==> src/rtl/rfab_pkg.sv <==
// Package for the rectangle fill alpha blender.
// Holds widths, register index codes and the structs shared by the modules.
// No dependencies.
package rfab_pkg;

  // Pixel coordinate width and the signed compare width that covers it
  localparam int COORD_BITS = 12;
  localparam int BOUND_BITS = 16;
  localparam int CMP_BITS   = BOUND_BITS + 1;

  // Configuration port widths
  localparam int CFG_INDEX_BITS = 4;
  localparam int CFG_DATA_BITS  = 16;

  // Register index codes
  localparam logic [CFG_INDEX_BITS-1:0] REG_RECT_LEFT   = 4'd0;
  localparam logic [CFG_INDEX_BITS-1:0] REG_RECT_TOP    = 4'd1;
  localparam logic [CFG_INDEX_BITS-1:0] REG_RECT_RIGHT  = 4'd2;
  localparam logic [CFG_INDEX_BITS-1:0] REG_RECT_BOTTOM = 4'd3;
  localparam logic [CFG_INDEX_BITS-1:0] REG_FILL_RED    = 4'd4;
  localparam logic [CFG_INDEX_BITS-1:0] REG_FILL_GREEN  = 4'd5;
  localparam logic [CFG_INDEX_BITS-1:0] REG_FILL_BLUE   = 4'd6;
  localparam logic [CFG_INDEX_BITS-1:0] REG_FILL_ALPHA  = 4'd7;

  // Settings seen by the datapath: bounds plus premultiplied color
  typedef struct packed {
    logic signed [BOUND_BITS-1:0] rect_left;
    logic signed [BOUND_BITS-1:0] rect_top;
    logic signed [BOUND_BITS-1:0] rect_right;
    logic signed [BOUND_BITS-1:0] rect_bottom;
    logic [7:0]                   pm_red;
    logic [7:0]                   pm_green;
    logic [7:0]                   pm_blue;
    logic [7:0]                   inv_alpha;
  } rfab_cfg_t;

  // One incoming pixel
  typedef struct packed {
    logic [COORD_BITS-1:0] pix_x;
    logic [COORD_BITS-1:0] pix_y;
    logic                  in_update_area;
    logic [7:0]            dst_blue;
    logic [7:0]            dst_green;
    logic [7:0]            dst_red;
    logic [7:0]            dst_alpha;
  } rfab_pix_t;

  // One result pixel
  typedef struct packed {
    logic [7:0] out_blue;
    logic [7:0] out_green;
    logic [7:0] out_red;
    logic [7:0] out_alpha;
    logic       was_blended;
  } rfab_res_t;

endpackage

==> src/rtl/rfab_pix_if.sv <==
// Pixel input channel: valid/ready handshake with the destination pixel.
// Depends on rfab_pkg for the coordinate width.
interface rfab_pix_if import rfab_pkg::*; ();
  logic                  valid;
  logic                  ready;
  logic [COORD_BITS-1:0] pix_x;
  logic [COORD_BITS-1:0] pix_y;
  logic                  in_update_area;
  logic [7:0]            dst_blue;
  logic [7:0]            dst_green;
  logic [7:0]            dst_red;
  logic [7:0]            dst_alpha;

  modport source (output valid, pix_x, pix_y, in_update_area,
                  output dst_blue, dst_green, dst_red, dst_alpha, input ready);
  modport sink   (input valid, pix_x, pix_y, in_update_area,
                  input dst_blue, dst_green, dst_red, dst_alpha, output ready);
endinterface

==> src/rtl/rfab_res_if.sv <==
// Result channel: valid/ready handshake with the blended pixel.
// No dependencies.
interface rfab_res_if;
  logic       valid;
  logic       ready;
  logic [7:0] out_blue;
  logic [7:0] out_green;
  logic [7:0] out_red;
  logic [7:0] out_alpha;
  logic       was_blended;

  modport source (output valid, out_blue, out_green, out_red, out_alpha, was_blended,
                  input ready);
  modport sink   (input valid, out_blue, out_green, out_red, out_alpha, was_blended,
                  output ready);
endinterface

==> src/rtl/rfab_cfg_if.sv <==
// Configuration write channel: register index and write data.
// Depends on rfab_pkg for the port widths.
interface rfab_cfg_if import rfab_pkg::*; ();
  logic                      valid;
  logic                      ready;
  logic [CFG_INDEX_BITS-1:0] index;
  logic [CFG_DATA_BITS-1:0]  data;

  modport source (output valid, index, data, input ready);
  modport sink   (input valid, index, data, output ready);
endinterface

==> src/rtl/rfab_cfg_regs.sv <==
// Configuration registers and the premultiplied fill color.
// Depends on rfab_pkg and rfab_cfg_if.
module rfab_cfg_regs import rfab_pkg::*; (
  input  logic       clk,
  input  logic       rst,
  rfab_cfg_if.sink   cfg,
  output rfab_cfg_t  settings
);

  logic signed [BOUND_BITS-1:0] rect_left;
  logic signed [BOUND_BITS-1:0] rect_top;
  logic signed [BOUND_BITS-1:0] rect_right;
  logic signed [BOUND_BITS-1:0] rect_bottom;
  logic [7:0] fill_red;
  logic [7:0] fill_green;
  logic [7:0] fill_blue;
  logic [7:0] fill_alpha;
  logic [7:0] pm_red;
  logic [7:0] pm_green;
  logic [7:0] pm_blue;
  logic [7:0] inv_alpha;
  logic       wr;

  // Channel times alpha, divided by 255 with truncation (exact below 65280)
  function automatic logic [7:0] premul(input logic [7:0] c, input logic [7:0] a);
    logic [15:0] p;
    logic [16:0] s;
    p = c * a;
    s = {1'b0, p} + 17'd1 + {9'd0, p[15:8]};
    return s[15:8];
  endfunction

  assign cfg.ready = 1'b1;
  assign wr        = cfg.valid & cfg.ready;

  // Take a write transaction; unknown indexes drop
  always_ff @(posedge clk) begin
    if (rst) begin
      rect_left   <= '0;
      rect_top    <= '0;
      rect_right  <= '1;
      rect_bottom <= '1;
      fill_red    <= '0;
      fill_green  <= '0;
      fill_blue   <= '0;
      fill_alpha  <= '0;
    end else if (wr) begin
      case (cfg.index)
        REG_RECT_LEFT:   rect_left   <= cfg.data[BOUND_BITS-1:0];
        REG_RECT_TOP:    rect_top    <= cfg.data[BOUND_BITS-1:0];
        REG_RECT_RIGHT:  rect_right  <= cfg.data[BOUND_BITS-1:0];
        REG_RECT_BOTTOM: rect_bottom <= cfg.data[BOUND_BITS-1:0];
        REG_FILL_RED:    fill_red    <= cfg.data[7:0];
        REG_FILL_GREEN:  fill_green  <= cfg.data[7:0];
        REG_FILL_BLUE:   fill_blue   <= cfg.data[7:0];
        REG_FILL_ALPHA:  fill_alpha  <= cfg.data[7:0];
        default: ;
      endcase
    end
  end

  // Register the derived color terms from the raw value registers, in the cycle after they change
  always_ff @(posedge clk) begin
    if (rst) begin
      pm_red    <= '0;
      pm_green  <= '0;
      pm_blue   <= '0;
      inv_alpha <= '1;
    end else begin
      pm_red    <= premul(fill_red, fill_alpha);
      pm_green  <= premul(fill_green, fill_alpha);
      pm_blue   <= premul(fill_blue, fill_alpha);
      inv_alpha <= ~fill_alpha;
    end
  end

  always_comb begin
    settings.rect_left   = rect_left;
    settings.rect_top    = rect_top;
    settings.rect_right  = rect_right;
    settings.rect_bottom = rect_bottom;
    settings.pm_red      = pm_red;
    settings.pm_green    = pm_green;
    settings.pm_blue     = pm_blue;
    settings.inv_alpha   = inv_alpha;
  end

endmodule

==> src/rtl/rfab_blend_pipe.sv <==
// Two-register blend pipeline: input register, rectangle test and blend,
// result register. Depends on rfab_pkg.
module rfab_blend_pipe import rfab_pkg::*; (
  input  logic      clk,
  input  logic      rst,
  input  rfab_cfg_t settings,
  input  logic      in_valid,
  output logic      in_ready,
  input  rfab_pix_t in_pix,
  output logic      out_valid,
  input  logic      out_ready,
  output rfab_res_t out_res
);

  rfab_pix_t pix;
  logic      pix_valid;
  rfab_res_t res;
  logic      res_valid;
  rfab_res_t res_next;
  logic      pix_adv;
  logic      in_rect;
  logic signed [CMP_BITS-1:0] x_s, y_s, lft, top, rgt, bot;
  logic [15:0] prod_b, prod_g, prod_r, prod_a;
  logic [7:0]  inv_dst_alpha;

  function automatic logic signed [CMP_BITS-1:0] sext_bound(
      input logic [BOUND_BITS-1:0] v);
    return $signed({{(CMP_BITS-BOUND_BITS){v[BOUND_BITS-1]}}, v});
  endfunction

  // Stage handshakes: the input register moves on when the result slot frees
  assign pix_adv  = ~res_valid | out_ready;
  assign in_ready = ~pix_valid | pix_adv;

  // Hold the accepted pixel
  always_ff @(posedge clk) begin
    if (rst) begin
      pix_valid <= 1'b0;
    end else if (in_ready) begin
      pix_valid <= in_valid;
    end
  end

  always_ff @(posedge clk) begin
    if (in_ready & in_valid) begin
      pix <= in_pix;
    end
  end

  // Rectangle test, signed against inclusive bounds
  always_comb begin
    x_s     = $signed({{(CMP_BITS-COORD_BITS){1'b0}}, pix.pix_x});
    y_s     = $signed({{(CMP_BITS-COORD_BITS){1'b0}}, pix.pix_y});
    lft     = sext_bound(settings.rect_left);
    top     = sext_bound(settings.rect_top);
    rgt     = sext_bound(settings.rect_right);
    bot     = sext_bound(settings.rect_bottom);
    in_rect = (x_s >= lft) && (x_s <= rgt) && (y_s >= top) && (y_s <= bot);
  end

  // Blend inside update area and rectangle: scaled destination plus premultiplied fill, 8-bit wrap; else pass through
  always_comb begin
    inv_dst_alpha = ~pix.dst_alpha;
    prod_b = pix.dst_blue  * settings.inv_alpha;
    prod_g = pix.dst_green * settings.inv_alpha;
    prod_r = pix.dst_red   * settings.inv_alpha;
    prod_a = inv_dst_alpha * settings.inv_alpha;
    if (pix.in_update_area && in_rect) begin
      res_next.out_blue    = prod_b[15:8] + settings.pm_blue;
      res_next.out_green   = prod_g[15:8] + settings.pm_green;
      res_next.out_red     = prod_r[15:8] + settings.pm_red;
      res_next.out_alpha   = ~prod_a[15:8];
      res_next.was_blended = 1'b1;
    end else begin
      res_next.out_blue    = pix.dst_blue;
      res_next.out_green   = pix.dst_green;
      res_next.out_red     = pix.dst_red;
      res_next.out_alpha   = pix.dst_alpha;
      res_next.was_blended = 1'b0;
    end
  end

  // Result register
  always_ff @(posedge clk) begin
    if (rst) begin
      res_valid <= 1'b0;
    end else if (pix_adv) begin
      res_valid <= pix_valid;
    end
  end

  always_ff @(posedge clk) begin
    if (pix_adv & pix_valid) begin
      res <= res_next;
    end
  end

  assign out_valid = res_valid;
  assign out_res   = res;

endmodule

==> src/rtl/rect_fill_alpha_blend.sv <==
// Top level of the rectangle fill alpha blender.
// Depends on rfab_pkg, the channel interfaces, rfab_cfg_regs and rfab_blend_pipe.
//
//   channel  interface    role    carries
//   pix      rfab_pix_if  sink    pixel coordinates, update flag, BGRA bytes
//   res      rfab_res_if  source  blended BGRA bytes, blend flag
//   cfg      rfab_cfg_if  sink    register index and write data
//
// One pixel per clock sustained while res is ready; each transaction passes
// through the input register and then the result register.
// The cfg channel is always ready; a write lands in the raw value registers and
// then in the derived color term registers. rst is synchronous and empties both pipeline registers.
// A stalled result holds; pix stays ready while the input register can move
// or is empty.
module rect_fill_alpha_blend import rfab_pkg::*; (
  input  logic       clk,
  input  logic       rst,
  rfab_pix_if.sink   pix,
  rfab_res_if.source res,
  rfab_cfg_if.sink   cfg
);

  rfab_cfg_t settings;
  rfab_pix_t in_pix;
  rfab_res_t out_res;

  always_comb begin
    in_pix.pix_x          = pix.pix_x;
    in_pix.pix_y          = pix.pix_y;
    in_pix.in_update_area = pix.in_update_area;
    in_pix.dst_blue       = pix.dst_blue;
    in_pix.dst_green      = pix.dst_green;
    in_pix.dst_red        = pix.dst_red;
    in_pix.dst_alpha      = pix.dst_alpha;
  end

  rfab_cfg_regs u_cfg_regs (
    .clk      (clk),
    .rst      (rst),
    .cfg      (cfg),
    .settings (settings)
  );

  rfab_blend_pipe u_blend_pipe (
    .clk       (clk),
    .rst       (rst),
    .settings  (settings),
    .in_valid  (pix.valid),
    .in_ready  (pix.ready),
    .in_pix    (in_pix),
    .out_valid (res.valid),
    .out_ready (res.ready),
    .out_res   (out_res)
  );

  assign res.out_blue    = out_res.out_blue;
  assign res.out_green   = out_res.out_green;
  assign res.out_red     = out_res.out_red;
  assign res.out_alpha   = out_res.out_alpha;
  assign res.was_blended = out_res.was_blended;

endmodule

==> src/flat_wrapper.sv <==
// flat-port wrapper written by rule: the top's interface ports become plain ports
module rect_fill_alpha_blend_flat import rfab_pkg::*;
  (clk, rst, pix_valid, pix_pix_x, pix_pix_y, pix_in_update_area, pix_dst_blue, pix_dst_green, pix_dst_red, pix_dst_alpha, pix_ready, res_valid, res_out_blue, res_out_green, res_out_red, res_out_alpha, res_was_blended, res_ready, cfg_valid, cfg_index, cfg_data, cfg_ready);
  rfab_pix_if pix_i ();
  rfab_res_if res_i ();
  rfab_cfg_if cfg_i ();
  input  logic clk;
  input  logic rst;
  input wire logic [$bits(pix_i.valid)-1:0] pix_valid;
  input wire logic [$bits(pix_i.pix_x)-1:0] pix_pix_x;
  input wire logic [$bits(pix_i.pix_y)-1:0] pix_pix_y;
  input wire logic [$bits(pix_i.in_update_area)-1:0] pix_in_update_area;
  input wire logic [$bits(pix_i.dst_blue)-1:0] pix_dst_blue;
  input wire logic [$bits(pix_i.dst_green)-1:0] pix_dst_green;
  input wire logic [$bits(pix_i.dst_red)-1:0] pix_dst_red;
  input wire logic [$bits(pix_i.dst_alpha)-1:0] pix_dst_alpha;
  output wire logic [$bits(pix_i.ready)-1:0] pix_ready;
  output wire logic [$bits(res_i.valid)-1:0] res_valid;
  output wire logic [$bits(res_i.out_blue)-1:0] res_out_blue;
  output wire logic [$bits(res_i.out_green)-1:0] res_out_green;
  output wire logic [$bits(res_i.out_red)-1:0] res_out_red;
  output wire logic [$bits(res_i.out_alpha)-1:0] res_out_alpha;
  output wire logic [$bits(res_i.was_blended)-1:0] res_was_blended;
  input wire logic [$bits(res_i.ready)-1:0] res_ready;
  input wire logic [$bits(cfg_i.valid)-1:0] cfg_valid;
  input wire logic [$bits(cfg_i.index)-1:0] cfg_index;
  input wire logic [$bits(cfg_i.data)-1:0] cfg_data;
  output wire logic [$bits(cfg_i.ready)-1:0] cfg_ready;
  assign pix_i.valid = pix_valid;
  assign pix_i.pix_x = pix_pix_x;
  assign pix_i.pix_y = pix_pix_y;
  assign pix_i.in_update_area = pix_in_update_area;
  assign pix_i.dst_blue = pix_dst_blue;
  assign pix_i.dst_green = pix_dst_green;
  assign pix_i.dst_red = pix_dst_red;
  assign pix_i.dst_alpha = pix_dst_alpha;
  assign pix_ready = pix_i.ready;
  assign res_valid = res_i.valid;
  assign res_out_blue = res_i.out_blue;
  assign res_out_green = res_i.out_green;
  assign res_out_red = res_i.out_red;
  assign res_out_alpha = res_i.out_alpha;
  assign res_was_blended = res_i.was_blended;
  assign res_i.ready = res_ready;
  assign cfg_i.valid = cfg_valid;
  assign cfg_i.index = cfg_index;
  assign cfg_i.data = cfg_data;
  assign cfg_ready = cfg_i.ready;
  rect_fill_alpha_blend u_core (.clk(clk), .rst(rst), .pix(pix_i), .res(res_i), .cfg(cfg_i));
endmodule
==> config.mk <==
export PLATFORM = sky130hd
export DESIGN_NAME = rect_fill_alpha_blend_flat
export DESIGN_NICKNAME = d
export VERILOG_FILES = /design/src/rtl/rfab_pkg.sv /design/src/rtl/rfab_pix_if.sv /design/src/rtl/rfab_res_if.sv /design/src/rtl/rfab_cfg_if.sv /design/src/rtl/rfab_cfg_regs.sv /design/src/rtl/rfab_blend_pipe.sv /design/src/rtl/rect_fill_alpha_blend.sv /design/src/flat_wrapper.sv
export SDC_FILE = /design/constraint.sdc
export NUM_CORES = 1
export LEC_CHECK = 0
export BUFFER_PORTS_ARGS = -buffer_cell sky130_fd_sc_hd__buf_2
export CAP_MARGIN = 15
export CORE_AREA = 8 8 243 245
export DETAILED_ROUTE_END_ITERATION = 6
export DIE_AREA = 0 0 251 253
export HOLD_SLACK_MARGIN = 0.06
export PLACE_DENSITY = 0.6
export SETUP_SLACK_MARGIN = 0.5
export SYNTH_ARGS = -nofsm -noshare
export SYNTH_HDL_FRONTEND = slang
export SYNTH_SLANG_ARGS = --single-unit
==> constraint.sdc <==
create_clock -name clk -period 7.64 [get_ports clk]
set_input_delay 1.91 -clock clk [delete_from_list [all_inputs] [get_ports clk]]
set_output_delay 1.91 -clock clk [all_outputs]
set_load 0.01 [all_outputs]
Word level (Yosys, flattened, before mapping). Cells that the tools add are included.

Register bits after elaboration: 220. Input bits: 82.

Muxes and demuxes: 1. Reductions and logical operators: 13. Add/subtract/negate cells: 9. Equal/unequal tests: 7. Bitwise operators: 9. $mul: 7. $lt $le $gt $ge: 4.

Operators by type and width (number): 8-bit by 8-bit multiplier with 16-bit output (7); 16-bit by 1-bit adder with 16-bit output (second input constant) (3); 16-bit by 8-bit adder with 16-bit output (3); 33-bit two-way mux (1); 13-bit by 16-bit greater-or-equal comparator with 1-bit output (2); 13-bit by 16-bit less-or-equal comparator with 1-bit output (2); 8-bit adder (3); 8-bit NOT (3); 4-bit by 3-bit equality test with 1-bit output (second input constant) (4); 2-bit AND reduction (8); 4-bit by 2-bit equality test with 1-bit output (second input constant) (2); 4-bit by 1-bit equality test with 1-bit output (second input constant) (1); 1-bit logical AND (4); 4-bit logical NOT (1); 1-bit AND (2); 1-bit NOT (2); 1-bit OR (2).

Depth between registers and ports, before layout.
Depth in word-level cells: 6. Depth in mapped cells: 26.

Hierarchy. A second synthesis with hierarchy kept.

Cell total of the unflattened synthesis: 2703. Area, all modules: 25021.5 um^2.

Modules (own cells, without submodules): rfab_blend_pipe (cells each 1308, times used 1, area each 12798.5 um^2); rfab_cfg_regs (cells each 1395, times used 1, area each 12223.0 um^2).

Worst setup path before layout. Ideal clock, no wire load.

Path kind: register to register. Start point: register u_core.u_cfg_regs.fill_alpha[2]. End point: register u_core.u_cfg_regs.pm_red[2]. Setup slack: 1.235 ns. Clock period less this slack: 6.405 ns. Buffers on the path: 1. Data arrival time: 6.275 ns. Data required time: 7.510 ns. Setup time: 0.130 ns. Cell stages (with the launch flop): 26. Cell sequence: dfxtp_1 -> clkbuf_1 -> nand2_1 -> fa_1 -> fa_1 -> inv_1 -> fa_1 -> inv_1 -> fa_1 -> inv_1 -> ha_1 -> a2111oi_4 -> o21ai_1 -> a21o_1 -> a21oi_1 -> xor2_1 -> inv_1 -> ha_1 -> a2111oi_0 -> nand3_1 -> mux2i_1 -> nor3_1 -> maj3_2 -> a221o_1 -> a31oi_1 -> nor3_2.

Longest elaborated chain between the ends: 3.

Ends and longest elaborated chain: start, declared (RTL line rfab_cfg_regs.sv:17) `logic [7:0] fill_alpha;`; start signal, assigned (RTL line rfab_cfg_regs.sv:56) `REG_FILL_ALPHA: fill_alpha <= cfg.data[7:0];`; 8-bit by 8-bit multiplier with 16-bit output (*) (RTL line rfab_cfg_regs.sv:28) `p = c * a;`; 16-bit by 1-bit adder with 16-bit output (RTL line rfab_cfg_regs.sv:29) `s = {1'b0, p} + 17'd1 + {9'd0, p[15:8]};`; 16-bit by 8-bit adder with 16-bit output (*) (RTL line rfab_cfg_regs.sv:29); end signal, assigned (RTL line rfab_cfg_regs.sv:70) `pm_red <= premul(fill_red, fill_alpha);`; end, declared (RTL line rfab_cfg_regs.sv:18) `logic [7:0] pm_red;`.

Mark *: on every way between the ends. The rest lies on a longest branch, timed or not. A chain may end at the register's enable or synchronous reset.

Final worst setup path.
Start point: register u_core.u_cfg_regs.fill_alpha[3]. End point: register u_core.u_cfg_regs.pm_green[4].

Longest elaborated chain between the ends: 3.

Ends and longest elaborated chain: 8-bit by 8-bit multiplier with 16-bit output (*) (RTL line rfab_cfg_regs.sv:28); 16-bit by 1-bit adder with 16-bit output (RTL line rfab_cfg_regs.sv:29); 16-bit by 8-bit adder with 16-bit output (*) (RTL line rfab_cfg_regs.sv:29); end signal, assigned (RTL line rfab_cfg_regs.sv:71) `pm_green <= premul(fill_green, fill_alpha);`; end, declared (RTL line rfab_cfg_regs.sv:19) `logic [7:0] pm_green;`.

Marked as above.

==> flow_summary.json <==
{
  "numClockSinks": 220,
  "cts_hold_buf": 0,
  "cts_max_level": 1,
  "drive_above_1_share_pct": 9.515,
  "grt_pass1_vias": 18970,
  "powerDensity_nw_per_um2": 196.3,
  "skew_ns": 0.03464,
  "clkTransAtPathRegs_ns": 0.06,
  "vias_per_cell": 5.239,
  "dieWidth_um": 251,
  "ys_ff_latch": 220,
  "boundaryPins": 118,
  "finalNonFillerCells": 3435,
  "slew_viol_final": 0,
  "drtAntennaViolNets": 0,
  "worstSetupStartpointType": "flip-flop",
  "r2r_cells": 23,
  "gp_congestion": 0.9026,
  "min_path_cells": 2,
  "die_y_um": 253,
  "total_power_mw": 5.279,
  "power.leakage_nw": 13.42,
  "min_period_ns": 6.600,
  "crit_required_ns": 8.13,
  "yosys_warnings": 0,
  "cts_tree": "built",
  "yosysMostFrequentCell": "inv_1",
  "dp_cells": 3385,
  "start_util_pct": 44.32,
  "syn_nets": 3275,
  "ir_drop_v": 0.0001668,
  "drt_first_iter_violations": 758,
  "outcome": "finished clean",
  "synth_top_area_share_pct": 20.42,
  "drc_errors": 0,
  "rows": 87,
  "grt_first_pass_wirelength_mm": 96.10,
  "syn-mean-instance-area_sq_um": 9.412,
  "synth.distinct_cells": 83,
  "dp_hpwl_mm": 43.44,
  "slew_headroom_pct": 26.15,
  "layout_setup_ws_ns": 1.040,
  "numCtsBuffers": 28,
  "hp-class": "flip-flop to flip-flop",
  "antenna_found_initial": 0,
  "core_area_sq_um": 55520,
  "via_count": 18000,
  "fin_nets": 3364,
  "placed_area_sq_um": 25960,
  "hold_viol": 0,
  "grt_overflow_total": 0,
  "io_buffer_count": 116,
  "design_area_sq_um": 26900,
  "cp_max_fo": 16,
  "clk_path_buf_depth": 3,
  "synthArstFlopShare_pct": 0,
  "synth_flop_cell": "dfxtp_1",
  "yosysSeqAreaShare_pct": 21.56,
  "timing_worst_setup_path_type": "flip-flop to flip-flop",
  "grt_usage_pct": 18.19,
  "syn_inst": 2614,
  "clock.fmax_mhz": 151.5,
  "synth_area_sq_um": 24600,
  "area_growth_pct": 9.332,
  "drv_cap": 0,
  "synth-edff-count": 90,
  "ctsRootBufferMaster": "clkbuf_16",
  "period_share_pct": 86.39,
  "place_ws_ns": 0.5832,
  "drtPass1Iterations": 5,
  "routed_wl_mm": 56.78,
  "ys_top_cells_by_area": "fa_1 (20%), ha_1 (17%), edfxtp_1 (11%)",
  "yosys.area.top_type": "fa_1",
  "grt_start_max_net_pins": 68,
  "critPathArrivalTime_ns": 7.09,
  "clk-insertion-delay-late_ns": 0.58,
  "fp.dieArea_sq_um": 63500,
  "finalSetupViolations": 0,
  "cts_setup_buffers": 0,
  "tns_ns": 0,
  "grt_setup_unrepaired": "no",
  "worst_slew_pin_slew_ns": 1.108,
  "wl_per_cell_um": 16.53,
  "synth_common_cells": "inv_1 (423), ha_1 (328), and2_1 (304)",
  "cp-end-kind": "flip-flop"
}
==> sequential cells by signal, indices dropped and copies added (netlist names) <==
| register | count |
|---|---|
| u_core.u_blend_pipe.out_valid | 1 |
| u_core.u_cfg_regs.rect_right | 16 |
| u_core.u_cfg_regs.pm_blue | 8 |
| u_core.u_cfg_regs.pm_red | 8 |
| u_core.u_blend_pipe.pix | 57 |
| u_core.u_cfg_regs.rect_left | 16 |
| u_core.u_blend_pipe.pix_valid | 1 |
| u_core.u_cfg_regs.fill_blue | 8 |
| u_core.u_cfg_regs.fill_green | 8 |
| u_core.u_cfg_regs.inv_alpha | 8 |
| u_core.u_cfg_regs.pm_green | 8 |
| u_core.u_cfg_regs.fill_red | 8 |
| u_core.u_blend_pipe.out_res | 33 |
| u_core.u_cfg_regs.rect_top | 16 |
| u_core.u_cfg_regs.rect_bottom | 16 |
| u_core.u_cfg_regs.fill_alpha | 8 |
==> kinds of logic after synthesis <==
kind of cell / Yosys count / synth area share [%]
xor+xnor: 78 / 2.863
other cells: 1 / 0.01524
mux: 100 / 4.241
flops: 220 / 21.56
compound gates: 297 / 8.493
simple gates: 833 / 17.94
buf+inv: 505 / 7.740
fa+ha+maj: 580 / 37.15
==> layout make-up <==
type,count,area (sq um)
fillers,5237,28620
multi-input cells,1889,17430
flip-flops and latches,220,5309
inverters,424,1592
well taps,712,890.9
clock buffers,39,794.5
repair buffers,140,760.7
clock inverters,10,118.9
diodes,1,2.502
==> worst paths after layout <==
path | start | to | slack [ns]
worst min-delay path | u_core.u_cfg_regs.rect_left[6] | u_core.u_cfg_regs.rect_left[6] | 0.46
worst max register to register | u_core.u_cfg_regs.fill_alpha[3] | u_core.u_cfg_regs.pm_green[4] | 1.04
worst min register to register | u_core.u_cfg_regs.rect_left[6] | u_core.u_cfg_regs.rect_left[6] | 0.46
worst max-delay path | u_core.u_cfg_regs.fill_alpha[3] | u_core.u_cfg_regs.pm_green[4] | 1.04
==> routing by layer <==
metal,global-route usage (%),up-vias,wire length [um]
met5,0,-,0
met4,4.240,0,1221
met3,2.083,62,1861
met2,32.02,271,27730
met1,23.80,8931,25970
li1,-,8733,-
==> stage by stage <==
stage / utilization (%) / hold WS (ns)
CTS: 48.40 / 0.4568
finish: 48.45 / 0.4559
global route: 48.45 / 0.4778
global placement: 46.76 / 0.4432
floorplan: - / 0.4363
detailed placement: 46.76 / 0.4490
==> timing repair <==
item	in CTS	in global routing
setup endpoints to repair	0	19
endpoints found under the hold margin	0	0
gates resized for setup	0	7
==> power breakdown <==
part	total (mW)	switching, mW	internal, mW	leakage [nW]
logic	2.67	1.45	1.22	11.1
clock network	1.30	0.541	0.764	0.437
registers	1.31	0.0438	1.26	1.92
total	5.28	2.03	3.25	13.4
==> cells in the final DEF, fill, tap and decap left out, types with 9 or more instances in the layout <==
cell type and instances:
clkbuf_16 29, nor4_1 9, nand2_1 206, o21ai_0 36
fa_1 251, edfxtp_1 90, ha_1 328, nand2b_1 38
nor2b_1 39, o211ai_1 32, a31oi_1 9, and3_1 12
nand3_1 19, mux2_2 34, or2_2 12, a21oi_1 71
a21o_1 41, dfxtp_1 127, xnor2_1 47, buf_2 116
o21a_1 22, inv_1 422, buf_4 24, mux2i_1 66
nor3_1 33, or3_1 12, and2_1 303, xor2_1 28
a211oi_1 14, nand4_1 17, nor2_1 108
==> worst max-delay path: stages, from the launching register on <==
cell      delay, ns
dfxtp_2        0.50
buf_4          0.24
nand2_1        0.09
fa_1           0.50
fa_1           0.54
inv_1          0.05
fa_1           0.47
inv_1          0.05
fa_1           0.47
inv_1          0.04
ha_1           0.36
o21ai_0        0.14
o21ai_0        0.17
nand2b_1       0.15
a21oi_1        0.18
xor2_1         0.53
ha_1           0.29
a2111o_1       0.13
a21o_1         0.09
o221ai_1       0.12
or3_4          0.43
a311o_1        0.39
or4_1          0.47
o21ai_1        0.08
Power figures use the tool's default switching activity.
